`config.mk`:
```
export PLATFORM = sky130hd
export DESIGN_NAME = heater_shield_safety_interlock_core_flat
export DESIGN_NICKNAME = d
export VERILOG_FILES = /design/src/hdl/hssi_pkg.sv /design/src/hdl/hssi_if.sv /design/src/hdl/heater_shield_safety_interlock_core.sv /design/src/flat_wrapper.sv
export SDC_FILE = /design/constraint.sdc
export NUM_CORES = 1
export LEC_CHECK = 0
export BUFFER_PORTS_ARGS = -buffer_cell sky130_fd_sc_hd__buf_4
export CORE_UTILIZATION = 60
export CTS_CLUSTER_SIZE = 28
export DETAILED_ROUTE_END_ITERATION = 10
export GPL_TIMING_DRIVEN = 0
export PLACE_DENSITY = 0.88
export SETUP_SLACK_MARGIN = 0.15
export SYNTH_ARGS = -nofsm -noshare
export SYNTH_HDL_FRONTEND = slang
export SYNTH_SLANG_ARGS = --single-unit
export TNS_END_PERCENT = 20
```
`constraint.sdc`:
```
create_clock -name clk_i -period 4.5 [get_ports clk_i]
set_input_delay 0.675 -clock clk_i [delete_from_list [all_inputs] [get_ports clk_i]]
set_output_delay 0.675 -clock clk_i [all_outputs]
set_load 0.01 [all_outputs]
```
`src/hdl/hssi_pkg.sv`:
```
`default_nettype none

package hssi_pkg;

  localparam int unsigned CfgIdxW  = 3;
  localparam int unsigned CfgDataW = 16;
  localparam int unsigned AdcW     = 12;
  localparam int unsigned DbW      = 8;
  localparam int unsigned PulseW   = 16;

  // Register indexes of the configuration port.
  localparam logic [CfgIdxW-1:0] REG_PRESENT_DB  = 3'd0;
  localparam logic [CfgIdxW-1:0] REG_FUSE_DB     = 3'd1;
  localparam logic [CfgIdxW-1:0] REG_ADC_THRESH  = 3'd2;
  localparam logic [CfgIdxW-1:0] REG_PULSE_TICKS = 3'd3;
  localparam logic [CfgIdxW-1:0] REG_IGNORE_FUSE = 3'd4;

  localparam logic [DbW-1:0]    RST_PRESENT_DB  = 8'd3;
  localparam logic [DbW-1:0]    RST_FUSE_DB     = 8'd3;
  localparam logic [AdcW-1:0]   ADC_FULL        = 12'd4095;
  localparam logic [AdcW-1:0]   ADC_MARGIN      = 12'd8;
  localparam logic [AdcW-1:0]   RST_ADC_THRESH  = ADC_FULL - ADC_MARGIN;
  localparam logic [PulseW-1:0] RST_PULSE_TICKS = 16'd100;

  localparam logic KIND_SAMPLE = 1'b0;
  localparam logic KIND_TICK   = 1'b1;

  localparam logic [1:0] REASON_NONE    = 2'd0;
  localparam logic [1:0] REASON_OFFLINE = 2'd1;
  localparam logic [1:0] REASON_LEFT    = 2'd2;
  localparam logic [1:0] REASON_RIGHT   = 2'd3;

  localparam logic [1:0] SIDE_LEFT  = 2'b01;
  localparam logic [1:0] SIDE_RIGHT = 2'b10;

  typedef struct packed {
    logic            kind;
    logic [3:0]      raw_pins;
    logic            running;
    logic            enable_left;
    logic            enable_right;
    logic [AdcW-1:0] adc_left;
    logic            adc_left_valid;
    logic [AdcW-1:0] adc_right;
    logic            adc_right_valid;
    logic            blow_req_left;
    logic            blow_req_right;
  } in_item_t;

  typedef struct packed {
    logic       present_left;
    logic       present_right;
    logic       fuse_left_ok;
    logic       fuse_right_ok;
    logic       stop;
    logic [1:0] stop_cause;
    logic       enable_left_out;
    logic       enable_right_out;
    logic       heat_off_left;
    logic       heat_off_right;
    logic       blow_drive_left;
    logic       blow_drive_right;
  } out_item_t;

  typedef struct packed {
    logic           stable;
    logic [DbW-1:0] cnt;
  } db_state_t;

  // One debounce step: a differing level must be seen need times in a row (once when need is zero).
  function automatic db_state_t hssi_settle(logic raw, db_state_t cur, logic [DbW-1:0] need);
    db_state_t nxt;
    nxt = cur;
    if (raw != cur.stable) begin
      nxt.cnt = cur.cnt + 8'd1;
      if (nxt.cnt >= need) begin
        nxt.stable = raw;
        nxt.cnt    = '0;
      end
    end else begin
      nxt.cnt = '0;
    end
    return nxt;
  endfunction

endpackage

`default_nettype wire

```
`src/hdl/hssi_if.sv`:
```
`default_nettype none

interface hssi_in_if;
  logic                valid;
  logic                ready;
  hssi_pkg::in_item_t  data;

  modport source (output valid, output data, input ready);
  modport sink (input valid, input data, output ready);
endinterface

interface hssi_out_if;
  logic                valid;
  logic                ready;
  hssi_pkg::out_item_t data;

  modport source (output valid, output data, input ready);
  modport sink (input valid, input data, output ready);
endinterface

`default_nettype wire

```
`src/hdl/heater_shield_safety_interlock_core.sv`:
```
// A result is registered and offered in the cycle after its item is accepted.
// Throughput: one item per cycle; the result register is refilled in the same cycle it is
// taken, so input ready is low only while a result waits and the output is stalled.
// Reset (async, active low): registers to their defaults, debounced levels to 1,
// debounce counts to zero, no blow pulse, result register empty.
`default_nettype none

module heater_shield_safety_interlock_core (
  input  wire logic                          clk_i,
  input  wire logic                          rst_ni,
  hssi_in_if.sink                            in_i,
  hssi_out_if.source                         out_o,
  input  wire logic                          cfg_we_i,
  input  wire logic [hssi_pkg::CfgIdxW-1:0]  cfg_idx_i,
  input  wire logic [hssi_pkg::CfgDataW-1:0] cfg_data_i
);

  logic [hssi_pkg::DbW-1:0]    present_db_q;
  logic [hssi_pkg::DbW-1:0]    fuse_db_q;
  logic [hssi_pkg::AdcW-1:0]   adc_thresh_q;
  logic [hssi_pkg::PulseW-1:0] pulse_ticks_q;
  logic                        ignore_fuse_q;

  hssi_pkg::db_state_t db_q [4];
  hssi_pkg::db_state_t db_d [4];
  logic [1:0]                  blow_active_q, blow_active_d;
  logic [hssi_pkg::PulseW-1:0] pulse_rem_q, pulse_rem_d;

  hssi_pkg::out_item_t res_d, res_q;
  logic                out_valid_q;
  logic                accept;

  hssi_pkg::in_item_t it;
  logic       need_l, need_r;
  logic [1:0] req;

  assign it          = in_i.data;
  assign in_i.ready  = !out_valid_q || out_o.ready;
  assign accept      = in_i.valid && in_i.ready;
  assign out_o.valid = out_valid_q;
  assign out_o.data  = res_q;

  always_comb begin
    for (int k = 0; k < 4; k++) begin
      db_d[k] = db_q[k];
    end
    blow_active_d = blow_active_q;
    pulse_rem_d   = pulse_rem_q;
    need_l        = it.running && it.enable_left;
    need_r        = it.running && it.enable_right;
    req           = (it.blow_req_left ? hssi_pkg::SIDE_LEFT : 2'b00) |
                    (it.blow_req_right ? hssi_pkg::SIDE_RIGHT : 2'b00);

    res_d                  = '0;
    res_d.stop_cause       = hssi_pkg::REASON_NONE;
    res_d.enable_left_out  = it.enable_left;
    res_d.enable_right_out = it.enable_right;

    if (it.kind == hssi_pkg::KIND_SAMPLE) begin
      db_d[0] = hssi_pkg::hssi_settle(it.raw_pins[0], db_q[0], present_db_q);
      db_d[1] = hssi_pkg::hssi_settle(it.raw_pins[1], db_q[1], present_db_q);
      db_d[2] = hssi_pkg::hssi_settle(it.raw_pins[2], db_q[2], fuse_db_q);
      db_d[3] = hssi_pkg::hssi_settle(it.raw_pins[3], db_q[3], fuse_db_q);

      if (!db_d[0].stable) begin
        if (need_l) begin
          res_d.stop       = 1'b1;
          res_d.stop_cause = hssi_pkg::REASON_OFFLINE;
        end
        res_d.enable_left_out = 1'b0;
        res_d.heat_off_left   = 1'b1;
      end
      if (!db_d[1].stable) begin
        if (need_r) begin
          res_d.stop       = 1'b1;
          res_d.stop_cause = hssi_pkg::REASON_OFFLINE;
        end
        res_d.enable_right_out = 1'b0;
        res_d.heat_off_right   = 1'b1;
      end
      if (!ignore_fuse_q) begin
        if (!db_d[2].stable) begin
          res_d.enable_left_out = 1'b0;
          res_d.heat_off_left   = 1'b1;
        end
        if (!db_d[3].stable) begin
          res_d.enable_right_out = 1'b0;
          res_d.heat_off_right   = 1'b1;
        end
      end
      // Protector checks only on a side whose shield reads present both ways.
      if (!res_d.stop && need_l && db_d[0].stable && it.raw_pins[0] &&
          it.adc_left_valid && (it.adc_left >= adc_thresh_q)) begin
        res_d.stop       = 1'b1;
        res_d.stop_cause = hssi_pkg::REASON_LEFT;
      end
      if (!res_d.stop && need_r && db_d[1].stable && it.raw_pins[1] &&
          it.adc_right_valid && (it.adc_right >= adc_thresh_q)) begin
        res_d.stop       = 1'b1;
        res_d.stop_cause = hssi_pkg::REASON_RIGHT;
      end
    end else begin
      if (req != 2'b00) begin
        blow_active_d = blow_active_q | req;
        pulse_rem_d   = pulse_ticks_q;
      end else if ((blow_active_q != 2'b00) && (pulse_rem_q != '0)) begin
        pulse_rem_d = pulse_rem_q - 16'd1;
      end
      if ((blow_active_d != 2'b00) && (pulse_rem_d == '0)) begin
        blow_active_d = 2'b00;
      end
    end

    res_d.present_left     = db_d[0].stable;
    res_d.present_right    = db_d[1].stable;
    res_d.fuse_left_ok     = db_d[2].stable;
    res_d.fuse_right_ok    = db_d[3].stable;
    res_d.blow_drive_left  = blow_active_d[0];
    res_d.blow_drive_right = blow_active_d[1];
  end

  always_ff @(posedge clk_i or negedge rst_ni) begin
    if (!rst_ni) begin
      present_db_q  <= hssi_pkg::RST_PRESENT_DB;
      fuse_db_q     <= hssi_pkg::RST_FUSE_DB;
      adc_thresh_q  <= hssi_pkg::RST_ADC_THRESH;
      pulse_ticks_q <= hssi_pkg::RST_PULSE_TICKS;
      ignore_fuse_q <= 1'b0;
    end else if (cfg_we_i) begin
      case (cfg_idx_i)
        hssi_pkg::REG_PRESENT_DB:  present_db_q  <= cfg_data_i[hssi_pkg::DbW-1:0];
        hssi_pkg::REG_FUSE_DB:     fuse_db_q     <= cfg_data_i[hssi_pkg::DbW-1:0];
        hssi_pkg::REG_ADC_THRESH:  adc_thresh_q  <= cfg_data_i[hssi_pkg::AdcW-1:0];
        hssi_pkg::REG_PULSE_TICKS: pulse_ticks_q <= cfg_data_i;
        hssi_pkg::REG_IGNORE_FUSE: ignore_fuse_q <= cfg_data_i[0];
        default: ;
      endcase
    end
  end

  always_ff @(posedge clk_i or negedge rst_ni) begin
    if (!rst_ni) begin
      for (int k = 0; k < 4; k++) begin
        db_q[k] <= '{stable: 1'b1, cnt: '0};
      end
      blow_active_q <= 2'b00;
      pulse_rem_q   <= '0;
      out_valid_q   <= 1'b0;
    end else begin
      if (accept) begin
        for (int k = 0; k < 4; k++) begin
          db_q[k] <= db_d[k];
        end
        blow_active_q <= blow_active_d;
        pulse_rem_q   <= pulse_rem_d;
        out_valid_q   <= 1'b1;
      end else if (out_o.ready) begin
        out_valid_q <= 1'b0;
      end
    end
  end

  always_ff @(posedge clk_i) begin
    if (accept) begin
      res_q <= res_d;
    end
  end

endmodule

`default_nettype wire

```
`src/flat_wrapper.sv`:
```
// flat-port wrapper written by rule: the top's interface ports become plain ports
module heater_shield_safety_interlock_core_flat 
  (clk_i, rst_ni, cfg_we_i, cfg_idx_i, cfg_data_i, in_i_valid, in_i_data, in_i_ready, out_o_valid, out_o_data, out_o_ready);
  hssi_in_if in_i_i ();
  hssi_out_if out_o_i ();
  input  wire logic clk_i;
  input  wire logic rst_ni;
  input  wire logic cfg_we_i;
  input  wire logic [hssi_pkg::CfgIdxW-1:0] cfg_idx_i;
  input  wire logic [hssi_pkg::CfgDataW-1:0] cfg_data_i;
  input wire logic [$bits(in_i_i.valid)-1:0] in_i_valid;
  input wire logic [$bits(in_i_i.data)-1:0] in_i_data;
  output wire logic [$bits(in_i_i.ready)-1:0] in_i_ready;
  output wire logic [$bits(out_o_i.valid)-1:0] out_o_valid;
  output wire logic [$bits(out_o_i.data)-1:0] out_o_data;
  input wire logic [$bits(out_o_i.ready)-1:0] out_o_ready;
  assign in_i_i.valid = in_i_valid;
  assign in_i_i.data = in_i_data;
  assign in_i_ready = in_i_i.ready;
  assign out_o_valid = out_o_i.valid;
  assign out_o_data = out_o_i.data;
  assign out_o_i.ready = out_o_ready;
  heater_shield_safety_interlock_core u_core (.clk_i(clk_i), .rst_ni(rst_ni), .in_i(in_i_i), .out_o(out_o_i), .cfg_we_i(cfg_we_i), .cfg_idx_i(cfg_idx_i), .cfg_data_i(cfg_data_i));
endmodule
```
# Yosys cells after proc, flatten, opt, wreduce, memory -nomap -nowiden
# Index checks and enable logic that the tools add are counted.
[word_totals]
reg_bits = 113
latchBits = 0
mem_bits_rw = 0
romBits = 0
input_bits = 60
out_inout_bits = 15
wordCells = 128
mem_count = 0
[op_classes]
n_addsub = 5
multipliers = 0
div_mod_pow = 0
magnitude_cmp = 6
eq_ne = 8
shifts = 0
muxes = 45
bitwise_logic = 3
reduce_logical = 33
[op_table]
columns = ["operator", "count"]
rows = [
  ["two-way mux 16 bit", 3],
  ["two-way mux 36 bit", 1],
  ["two-way mux 9 bit", 4],
  ["adder 8 x 1 -> 8 bit, second input constant", 4],
  [">= comparator 8 bit", 4],
  ["two-way mux 8 bit", 4],
  [">= comparator 12 bit", 2],
  ["two-way mux 3 bit", 7],
  ["two-way mux 1 bit", 18],
  ["logical NOT 16 bit", 1],
  ["nonzero test 16 bit", 1],
  ["subtractor 16 x 1 -> 16 bit, second input constant", 1],
  ["logical AND 1 bit", 15],
  ["AND reduction 2 bit", 7],
  ["two-way mux 4 bit", 3],
  ["two-way mux 2 bit", 5],
  ["nonzero test 2 bit", 4],
  ["== test 3 x 2 -> 1 bit, second input constant", 2],
  ["!= test 1 bit", 4],
  ["OR 2 bit", 2],
  ["== test 3 x 1 -> 1 bit, second input constant", 1],
  ["== test 3 bit, second input constant", 1],
  ["logical NOT 1 bit", 3],
  ["logical NOT 3 bit", 1],
  ["2 further kinds", 2],
]

# Longest topological paths before layout
# Gate-level depths: netlist (run 1).
[logic_depth]
depth_word = 24
depth_mapped = 12

# Worst setup path after synthesis (run 1)
# OpenSTA, ideal clock, no wires.
[synth_timing]
path_type = "reg-to-reg"
from = "register u_core.db_q[19] in the netlist's numbering"
to = "register u_core.res_q, in the netlist u_core.out_o.data[6] (data pin)"
setup_ps = 259
t_arrival_ps = 2675
path_slack_ps = 1566
path_stages_with_launch = 12
path_buffers = 0
synth_period_minus_slack_ps = 2934
cell_sequence = "dfrtp_1 and3_1 and3_1 and3_1 xor2_1 ha_1 a21oi_1 nand3b_1 mux2_2 and2_1 a2111o_1 nor3b_1"
[synth_between]
elab_chain_len = 22
[synth_lines]
columns = ["item", "line_no", "text"]
rows = [
  ["start: declaration", "heater_shield_safety_interlock_core.sv:24", "hssi_pkg::db_state_t db_q [4];"],
  ["start signal: indexed assignment", "heater_shield_safety_interlock_core.sv:144", "db_q[k] <= '{stable: 1'b1, cnt: '0};"],
  ["start signal: indexed assignment", "heater_shield_safety_interlock_core.sv:152", "db_q[k] <= db_d[k];"],
  ["adder 8 x 1 -> 8 bit *", "hssi_pkg.sv:75", "nxt.cnt = cur.cnt + 8'd1;"],
  [">= comparator 8 bit *", "hssi_pkg.sv:76", "if (nxt.cnt >= need) begin"],
  ["two-way mux 9 bit *", "hssi_pkg.sv:76", ""],
  ["two-way mux 1 bit *", "hssi_pkg.sv:74", "if (raw != cur.stable) begin"],
  ["two-way mux 1 bit *", "heater_shield_safety_interlock_core.sv:59", "if (it.kind == hssi_pkg::KIND_SAMPLE) begin"],
  ["two-way mux 3 bit", "heater_shield_safety_interlock_core.sv:73", "if (!db_d[1].stable) begin"],
  ["two-way mux 3 bit", "heater_shield_safety_interlock_core.sv:59", ""],
  ["logical NOT 1 bit", "heater_shield_safety_interlock_core.sv:92", "if (!res_d.stop && need_l && db_d[0].stable && it.raw_pins[0] &&"],
  ["logical AND 1 bit (4 in series)", "heater_shield_safety_interlock_core.sv:92", ""],
  ["logical AND 1 bit", "heater_shield_safety_interlock_core.sv:93", "it.adc_left_valid && (it.adc_left >= adc_thresh_q)) begin"],
  ["two-way mux 3 bit", "heater_shield_safety_interlock_core.sv:92", ""],
  ["two-way mux 3 bit", "heater_shield_safety_interlock_core.sv:59", ""],
  ["logical NOT 1 bit", "heater_shield_safety_interlock_core.sv:97", "if (!res_d.stop && need_r && db_d[1].stable && it.raw_pins[1] &&"],
  ["logical AND 1 bit (4 in series)", "heater_shield_safety_interlock_core.sv:97", ""],
  ["logical AND 1 bit", "heater_shield_safety_interlock_core.sv:98", "it.adc_right_valid && (it.adc_right >= adc_thresh_q)) begin"],
  ["two-way mux 3 bit *", "heater_shield_safety_interlock_core.sv:97", ""],
  ["end signal: assignment", "heater_shield_safety_interlock_core.sv:165", "res_q <= res_d;"],
  ["end: declaration", "heater_shield_safety_interlock_core.sv:29", "hssi_pkg::out_item_t res_d, res_q;"],
]
# Mark *: on every way between the ends. The rest lies on a longest branch, timed or not. The select of a mux whose other input is x is not followed.
# A chain may end at the register's enable or synchronous reset.

==> results of run 1 <==
[worst max-delay path by stage]
stage	slack, ps	start	to	cells after the start
after CTS	1070	u_core.db_q[27]	u_core.out_o.data[12]	11
after global placement	1290	u_core.db_q[27]	u_core.out_o.data[6]	11
after global routing	790	u_core.db_q[27]	u_core.out_o.data[12]	11
after floorplan	1570	u_core.db_q[19]	u_core.out_o.data[6]	11
final	1040	u_core.db_q[27]	u_core.out_o.data[12]	11
after detailed placement	1200	u_core.db_q[27]	u_core.out_o.data[12]	11
[kinds of logic (layout without fill, tap and decap cells)]
group	after synthesis	in the layout	share of synthesized area, %
AND/OR/NAND/NOR	247	247	17.6
AO/OA/AOI/OAI	189	189	16.9
flip-flops	113	113	41.2
buffers and inverters	64	170	3.92
adder cells (fa/ha/maj)	62	62	10.9
XOR/XNOR	35	35	4.32
multiplexers	33	33	5.17
[power groups by stage]
| stage | registers, mW | logic, mW | clock network [mW] |
|---|---|---|---|
| floorplan | 1.43 | 0.789 | 0 |
| global placement | 1.46 | 1.05 | 0 |
| detailed placement | 1.48 | 1.14 | 0 |
| CTS | 1.46 | 1.15 | 1.31 |
| global route | 1.49 | 1.30 | 1.36 |
| finish | 1.47 | 1.17 | 1.31 |
[Yosys cell counts, drive strengths merged, types with 14 or more instances]
master	n
mux2	29
a31oi	15
nor2	33
nand2	105
nand3	26
dfrtp	78
o21ai	78
clkbuf	23
xor2	17
xnor2	18
inv	34
a21oi	38
dfstp	22
ha	62
and3	14
[layer usage]
layer	wire [microns]	up-vias	track usage, %
li1	-	2869	-
met1	7770	3042	42.1
met2	9480	323	54.0
met3	1460	58	6.67
met4	641	0	16.4
met5	0	-	0
[sequential cells by signal, summed over array words and instances, names as in the netlist]
register and cells:
u_core.present_db_q 8, u_core.adc_thresh_q 12, u_core.pulse_rem_q 16, u_core.out_o.data 13, u_core.pulse_ticks_q 16, u_core.blow_active_q 2
u_core.fuse_db_q 8, u_core.out_o.valid 1, u_core.db_q 36, u_core.ignore_fuse_q 1
[cells in the final DEF, fill, tap and decap left out, types with 4 or more instances in the layout]
cell type and count:
a21o_1 4, a21oi_1 38, a31oi_1 14, a32o_1 11
and2_1 7, and3_1 14, buf_4 74, clkbuf_1 22
clkbuf_16 17, clkbuf_8 4, clkinv_2 4, dfrtp_1 78
dfstp_2 22, edfxtp_1 13, ha_1 62, inv_1 34
mux2_2 29, mux2i_1 4, nand2_1 105, nand2b_1 13
nand3_1 25, nand4_1 5, nor2_1 32, nor2b_1 5
nor3_1 8, o21a_1 4, o21ai_0 77, o22ai_1 7
or2_2 6, xnor2_1 18, xor2_1 17
[layout make-up]
type                       count  area (sq um)  area share [%]
multi-input combinational    566          3890            46.3
clock buffer                  20           457            5.44
clock inverter                12           115            1.37
buffer                        30           150            1.79
sequential                   113          2920            34.8
timing repair buffer          74           559            6.66
inverter                      34           128            1.52
tap                          143           179            2.13
==> results.sh, run 1 <==
export IMPL_status="completed"
export IMPL_placed_area_sq_um=7830
export IMPL_totalWireLength_mm=19.4
export IMPL_finalCriticalPeriod_ps=3460
export IMPL_rsz0062_at_grt="false"
export IMPL_fin_util_pct=73.3
export IMPL_h_tree_depth=4
export IMPL_overflow=0
export IMPL_seqPwrFrac_pct=37.3
export IMPL_post_place_cells=960
export IMPL_path_cells="ha_1 > nand3_1 > nor2_1 > xor2_1 > ha_1 > o211a_1 > a221oi_1 > o21ai_0 > mux2i_1 > inv_1 > mux2_2"
export IMPL_grt_pass1_wl_mm=31.6
export IMPL_clock_path_buffers=2
export IMPL_p_clk_share_pct=33.1
export IMPL_die_w_microns=111
export IMPL_fmax_mhz=289
export IMPL_pre_cts_ws_ps=1200
export IMPL_drt_initial_drc_count=461
export IMPL_netlist_area_leader_share_pct=27.5
export IMPL_worstSetupPathType="register to register"
export IMPL_critical_path_max_fanout=6
export IMPL_drive_gt1_share_pct=21.3
export IMPL_rrSetupSlack_ps=1040
export IMPL_worst_slew_margin_rel_pct=37.6
export IMPL_path_delay_family="compound AO/OA/AOI/OAI gates"
export IMPL_drc_errors=0
export IMPL_postSynthCellCount=743
export IMPL_clockRootBuffer="clkbuf_16"
export IMPL_setup_viol=0
export IMPL_final_setup_worst_slack_ps=1040
export IMPL_boundaryPins=75
export IMPL_synth_nets=865
export IMPL_r2r_start="u_core.db_q[27]"
export IMPL_finalMaxSlewViolations=0
export IMPL_dieHeight_microns=111
export IMPL_power_frac_comb_pct=29.6
export IMPL_start_util_pct=61.8
export IMPL_yosysTopAreaCell="dfrtp_1"
export IMPL_grt_pass1_vias=6376
export IMPL_ys_types=71
export IMPL_wl_per_cell_microns=19.5
export IMPL_fin_total_pwr_mw=3.94
export IMPL_p_sw_mw=1.33
export IMPL_worst_r2r_path_depth=11
export IMPL_drv_cap=0
export IMPL_hp_class="input pin to asynchronous set/reset pin"
export IMPL_drtPass1Iterations=7
export IMPL_total_leakage_power_nw=3.80
export IMPL_powerDensity_nw_per_um2=469
export IMPL_grt_use_total_pct=33.1
export IMPL_clk_pin_slew_worst_paths_ps=50
export IMPL_cp_slowest_cell="mux2i_1"
export IMPL_cp_buffers_inverters=1
export IMPL_cts_setup_buffers=0
export IMPL_p_int_mw=2.62
export IMPL_setup_tns_final_ps=0
export IMPL_holdWs_ps=364
export IMPL_via_per_inst=6.34
export IMPL_holdBufCountCts=0
export IMPL_io_buffers=74
export IMPL_cts_sinks=113
export IMPL_cts_buffers=17
export IMPL_fin_nets=958
export IMPL_cpPeakStageDelay_ps=460
export IMPL_synth_edff_count=13
export IMPL_vdd_drop_max_uv=331
export IMPL_crit_arrival_ps=3630
export IMPL_finalHoldViolCount=0
export IMPL_grt_max_degree=101
export IMPL_crit_path_start_kind="register"
export IMPL_required_ps=4660
export IMPL_rows=39
export IMPL_antenna_found_initial=0
export IMPL_dieArea_sq_um=12300
export IMPL_syn_area_sq_um=7090
export IMPL_cpMostUsedCell="ha_1"
export IMPL_synth_flop_cell="dfrtp_1"
export IMPL_finalClockSkew_ps=9.74
export IMPL_fin_area_sq_um=8400
export IMPL_clkLatencyLatePin_ps=430
export IMPL_async_flop_share_pct=88.5
export IMPL_diodes=0
export IMPL_finalNonFillerCells=992
export IMPL_synth_seq_cells=113
export IMPL_cts_tree="done"
export IMPL_synthToLayoutAreaGrowth_pct=18.5
export IMPL_swShare_pct=33.7
export IMPL_ant_nets=0
export IMPL_fin_crit_sh_pct=77.0
export IMPL_yosysWarnings=0
export IMPL_worst_pin_slew_ps=936
export IMPL_num_vias=6292
export IMPL_synthTopCellsByArea="dfrtp_1 28%, ha_1 11%, dfstp_2 8.2%"
export IMPL_cts_resized=0
export IMPL_r2r_end="u_core.out_o.data[12]"
export IMPL_yosysSeqAreaShare_pct=41.2
export IMPL_core_area_sq_um=11500
export IMPL_avgSynthCellArea_sq_um=9.54
export IMPL_worstSetupEndpointType="register"
export IMPL_place_congestion=0.909
export IMPL_num_fill_cells=807
export IMPL_dp_hpwl_mm=13.9
No activity file was read; power rests on OpenSTA's default activity.
==> run 2: changes to the inputs <==
==> constraint.sdc (replaced) <==
create_clock -name clk_i -period 3.6 [get_ports clk_i]
set_input_delay 0.54 -clock clk_i [delete_from_list [all_inputs] [get_ports clk_i]]
set_output_delay 0.54 -clock clk_i [all_outputs]
set_load 0.01 [all_outputs]
==> run 2 against run 1 <==
  * Count of clock-buffer cells in the layout unchanged
  * Clock power is 25% higher
  * Hold slack got worse by 170 ps
  * Sequential share of layout area fell by 0.078 points
  * Highest routed layer unchanged
  * Critical endpoint is now u_core.out_o.data[10]
  * Critical path type unchanged
==> results.sh, run 2 (same netlist as run 1, synthesis figures left out) <==
export IMPL_r2r_end="u_core.out_o.data[10]"
export IMPL_boundaryPins=75
export IMPL_dp_hpwl_mm=13.9
export IMPL_dieHeight_microns=111
export IMPL_drtPass1Iterations=5
export IMPL_power_frac_comb_pct=29.7
export IMPL_grt_pass1_wl_mm=31.6
export IMPL_worstSetupPathType="register to register"
export IMPL_setup_viol=0
export IMPL_worstSetupEndpointType="register"
export IMPL_setup_tns_final_ps=0
export IMPL_layout_common_cells="105 x nand2_1, 77 x dfrtp_1, 76 x o21ai_0, 75 x buf_4, 61 x ha_1"
export IMPL_regMostFlops="u_core.db_q"
export IMPL_final_common_cell="nand2_1"
export IMPL_placed_area_sq_um=7830
export IMPL_reg_largest_list="u_core.db_q: 36 flops, u_core.pulse_rem_q: 16 flops, u_core.pulse_ticks_q: 16 flops"
export IMPL_rsz0062_at_grt="true"
export IMPL_worst_slew_margin_rel_pct=36.6
export IMPL_num_fill_cells=800
export IMPL_finalHoldViolCount=0
export IMPL_clkLatencyLatePin_ps=430
export IMPL_critical_path_max_fanout=6
export IMPL_finalCriticalPeriod_ps=3350
export IMPL_r2r_start="u_core.db_q[9]"
export IMPL_diodes=0
export IMPL_dieArea_sq_um=12300
export IMPL_wl_per_cell_microns=19.6
export IMPL_core_area_sq_um=11500
export IMPL_grt_max_degree=101
export IMPL_cts_sinks=113
export IMPL_finalNonFillerCells=993
export IMPL_totalWireLength_mm=19.5
export IMPL_h_tree_depth=4
export IMPL_path_delay_family="compound AO/OA/AOI/OAI gates"
export IMPL_rows=39
export IMPL_seqPwrFrac_pct=37.2
export IMPL_drv_cap=0
export IMPL_hp_class="input pin to asynchronous set/reset pin"
export IMPL_worst_pin_slew_ps=951
export IMPL_drc_errors=0
export IMPL_cp_slowest_cell="o41ai_1"
export IMPL_p_sw_mw=1.67
export IMPL_powerDensity_nw_per_um2=587
export IMPL_cpPeakStageDelay_ps=580
export IMPL_cts_buffers=17
export IMPL_num_vias=6331
export IMPL_cp_buffers_inverters=0
export IMPL_holdBufCountCts=0
export IMPL_vdd_drop_max_uv=413
export IMPL_grt_use_total_pct=33.1
export IMPL_drive_gt1_share_pct=21.9
export IMPL_required_ps=3770
export IMPL_crit_path_start_kind="register"
export IMPL_crit_arrival_ps=3520
export IMPL_finalClockSkew_ps=9.76
export IMPL_clockRootBuffer="clkbuf_16"
export IMPL_overflow=0
export IMPL_place_congestion=0.909
export IMPL_total_leakage_power_nw=3.81
export IMPL_drt_initial_drc_count=436
export IMPL_p_clk_share_pct=33.1
export IMPL_swShare_pct=33.7
export IMPL_fin_crit_sh_pct=93.0
export IMPL_clock_path_buffers=2
export IMPL_die_w_microns=111
export IMPL_via_per_inst=6.38
export IMPL_largest_reg_flops=36
export IMPL_io_buffers=74
export IMPL_rrSetupSlack_ps=250
export IMPL_grt_pass1_vias=6376
export IMPL_synthToLayoutAreaGrowth_pct=18.8
export IMPL_start_util_pct=61.8
export IMPL_antenna_found_initial=0
export IMPL_finalMaxSlewViolations=0
export IMPL_fin_nets=959
export IMPL_status="completed"
export IMPL_path_cells="ha_1 > nand3_1 > xnor2_1 > ha_1 > and2_1 > o21ai_0 > o21ai_0 > o41ai_1 > mux2_2 > mux2_2"
export IMPL_post_place_cells=960
export IMPL_clk_pin_slew_worst_paths_ps=50
export IMPL_fmax_mhz=299
export IMPL_p_int_mw=3.28
export IMPL_fin_area_sq_um=8420
export IMPL_ant_nets=0
export IMPL_cts_tree="done"
export IMPL_worst_r2r_path_depth=10
[run 2: what timing repair did]
action	4_1_cts	5_1_grt
setup buffers	0	1
gates resized for setup	0	5
endpoints found under the setup margin	0	20
[run 2: worst max-delay path by stage]
stage	from	endpoint	slack [ps]	cells after the start
floorplan	u_core.db_q[19]	u_core.out_o.data[6]	670	11
global placement	u_core.db_q[27]	u_core.out_o.data[6]	390	11
detailed placement	u_core.db_q[27]	u_core.out_o.data[12]	300	11
CTS	u_core.db_q[27]	u_core.out_o.data[12]	170	11
global route	u_core.db_q[9]	u_core.out_o.data[10]	90	10
finish	u_core.db_q[9]	u_core.out_o.data[10]	250	10
[run 2: routing by layer]
| layer | part of all wire (%) | vias to the layer above | global-route usage (%) |
|---|---|---|---|
| met5 | 0 | - | 0 |
| met4 | 3.5 | 0 | 16.4 |
| met3 | 7.8 | 59 | 6.67 |
| met2 | 49 | 328 | 54.0 |
| met1 | 40 | 3071 | 42.1 |
| li1 | - | 2873 | - |
[run 2: per-stage QoR]
step	hold slack [ps]	power [mW]	utilization (%)	setup WS (ps)
2_1_floorplan	244	2.77	-	666
3_3_place_gp	485	3.14	68.2	387
3_5_place_dp	497	3.26	68.2	300
4_1_cts	328	4.91	73.2	173
5_1_grt	319	5.20	73.5	89.2
6_report	197	4.94	73.5	250
[run 2: power by group through the flow]
stage                     combinational [mW]  sequential [mW]  clock [mW]
after global placement                  1.31             1.83           0
after detailed placement                1.42             1.84           0
after global routing                    1.63             1.87        1.71
after CTS                               1.44             1.83        1.64
final                                   1.47             1.84        1.64
after floorplan                        0.986             1.78           0
[run 2: cell type report]
| class | instances | area, sq um | area share [%] |
|---|---|---|---|
| inverter | 34 | 128 | 1.51 |
| buffer | 30 | 150 | 1.78 |
| clock inverter | 12 | 115 | 1.37 |
| clock buffer | 20 | 457 | 5.42 |
| sequential | 113 | 2920 | 34.7 |
| timing repair buffer | 75 | 567 | 6.73 |
| tap | 143 | 179 | 2.12 |
| multi-input combinational | 566 | 3910 | 46.4 |
==> run 3: changes to the inputs <==
--- a/config.mk
+++ b/config.mk
@@ -7,6 +7,7 @@
 export LEC_CHECK = 0
 export BUFFER_PORTS_ARGS = -buffer_cell sky130_fd_sc_hd__buf_4
 export CORE_UTILIZATION = 60
+export CTS_BUF_LIST = sky130_fd_sc_hd__clkbuf_16
 export CTS_CLUSTER_SIZE = 28
 export DETAILED_ROUTE_END_ITERATION = 10
 export GPL_TIMING_DRIVEN = 0
==> run 3 against run 2 <==
  * Global-route usage about the same
  * Clock skew is essentially flat
  * Combinational power about the same
  * Sequential cell count unchanged
  * Sequential share of layout area increased by 0.083 points
  * Highest routed layer unchanged
  * Sequential power hardly changed
  * Utilization fell by 0.17 points
  * Power down 0.94%
  * Largest cell class unchanged
  * Critical path type unchanged
  * Non-clock buffer count stayed put
==> results.sh, run 3 (same netlist as run 1, synthesis figures left out) <==
export IMPL_worst_pin_slew_ps=941
export IMPL_h_tree_depth=4
export IMPL_critical_path_max_fanout=6
export IMPL_finalClockSkew_ps=9.58
export IMPL_num_fill_cells=802
export IMPL_place_congestion=0.909
export IMPL_clk_pin_slew_worst_paths_ps=50
export IMPL_drv_cap=0
export IMPL_grt_use_total_pct=33.1
export IMPL_worst_slew_margin_rel_pct=37.3
export IMPL_worst_r2r_path_depth=10
export IMPL_synthToLayoutAreaGrowth_pct=18.5
export IMPL_grt_pass1_wl_mm=31.6
export IMPL_totalWireLength_mm=19.4
export IMPL_rsz0062_at_grt="true"
export IMPL_start_util_pct=61.8
export IMPL_clkLatencyLatePin_ps=430
export IMPL_holdWs_ps=223
export IMPL_final_setup_worst_slack_ps=241
export IMPL_worstSetupEndpointType="register"
export IMPL_diodes=0
export IMPL_grt_pass1_vias=6372
export IMPL_grt_max_degree=101
export IMPL_layout_common_cells="105 x nand2_1, 77 x dfrtp_1, 76 x o21ai_0, 75 x buf_4, 61 x ha_1"
export IMPL_drt_initial_drc_count=522
export IMPL_finalMaxSlewViolations=0
export IMPL_regMostFlops="u_core.db_q"
export IMPL_holdBufCountCts=0
export IMPL_placed_area_sq_um=7830
export IMPL_dieHeight_microns=111
export IMPL_drc_errors=0
export IMPL_die_w_microns=111
export IMPL_antenna_found_initial=0
export IMPL_wl_per_cell_microns=19.6
export IMPL_worstSetupPathType="register to register"
export IMPL_crit_path_start_kind="register"
export IMPL_io_buffers=74
export IMPL_largest_reg_flops=36
export IMPL_setup_tns_final_ps=0
export IMPL_powerDensity_nw_per_um2=583
export IMPL_status="completed"
export IMPL_rows=39
export IMPL_clockRootBuffer="clkbuf_16"
export IMPL_ant_nets=0
export IMPL_fin_crit_sh_pct=93.3
export IMPL_crit_arrival_ps=3530
export IMPL_cts_tree="done"
export IMPL_final_common_cell="nand2_1"
export IMPL_finalCriticalPeriod_ps=3360
export IMPL_dp_hpwl_mm=13.9
export IMPL_drtPass1Iterations=5
export IMPL_via_per_inst=6.35
export IMPL_cts_buffers=17
export IMPL_dieArea_sq_um=12300
export IMPL_num_vias=6303
export IMPL_finalHoldViolCount=0
export IMPL_r2r_start="u_core.db_q[9]"
export IMPL_boundaryPins=75
export IMPL_total_leakage_power_nw=3.80
export IMPL_clock_path_buffers=2
export IMPL_fin_nets=959
export IMPL_critPathLaunch="u_core.db_q[9]"
export IMPL_r2r_end="u_core.out_o.data[10]"
export IMPL_cts_sinks=113
export IMPL_pre_cts_ws_ps=300
export IMPL_fmax_mhz=298
export IMPL_required_ps=3770
export IMPL_drive_gt1_share_pct=21.6
export IMPL_setup_viol=0
export IMPL_reg_largest_list="u_core.db_q: 36 flops, u_core.pulse_rem_q: 16 flops, u_core.pulse_ticks_q: 16 flops"
export IMPL_rrSetupSlack_ps=240
export IMPL_vdd_drop_max_uv=413
export IMPL_overflow=0
export IMPL_hp_class="input pin to asynchronous set/reset pin"
export IMPL_core_area_sq_um=11500
export IMPL_fin_area_sq_um=8400
## run 3: changes by cell type in the layout (fill, tap and decap cells not counted)
cell	delta
clkbuf_8	-2
clkinv_1	+2
clkbuf_1	-1
inv_1	+1
## run 3: repair_timing
action / CTS / global route
gates resized for setup: 0 / 5
setup buffers: 0 / 1
endpoints found under the hold margin: 0 / 0
setup endpoints to repair: 0 / 20
## run 3: stage by stage
stage / power [mW] / std cells / utilization [%]
floorplan: 2.77 / 743 / -
global placement: 3.14 / 960 / 68.2
detailed placement: 3.26 / 960 / 68.2
CTS: 4.86 / 992 / 73.1
global route: 5.16 / 993 / 73.3
finish: 4.90 / 993 / 73.3
## run 3: per-layer routing
metal	track usage, %	vias to the layer above	share of wire, %
met5	0	-	0
met4	16.0	0	3.4
met3	6.72	63	8.1
met2	54.2	342	49
met1	41.9	3031	39
li1	-	2867	-
## run 3: area by class of cell
class                      instances  area [sq um]  share of cell area (%)
multi-input combinational        566          3910                    46.5
sequential                       113          2920                    34.8
timing repair buffer              75           567                    6.74
clock buffer                      17           425                    5.06
tap                              143           179                    2.13
buffer                            30           150                    1.79
inverter                          34           128                    1.52
clock inverter                    15           126                    1.50
## run 3: critical path, stage by stage, from the launching register on
cell     delay (ps)
dfrtp_1         420
ha_1            260
nand3_1         150
xnor2_1         280
ha_1            300
and2_1          160
o21ai_0         130
o21ai_0         130
o41ai_1         570
mux2_2          420
mux2_2          280
## run 3: how the worst max path moves through the flow
| stage | endpoint | slack (ps) |
|---|---|---|
| final | u_core.out_o.data[10] | 240 |
| after global routing | u_core.out_o.data[10] | 90 |
| after CTS | u_core.out_o.data[12] | 180 |
| after detailed placement | u_core.out_o.data[12] | 300 |
| after global placement | u_core.out_o.data[6] | 390 |
| after floorplan | u_core.out_o.data[6] | 670 |
## run 3: report_power, final
part,switching [mW],leakage [nW],internal [mW]
registers,0.243,1.34,1.60
logic,0.829,2.20,0.637
clock network,0.596,0.271,0.994
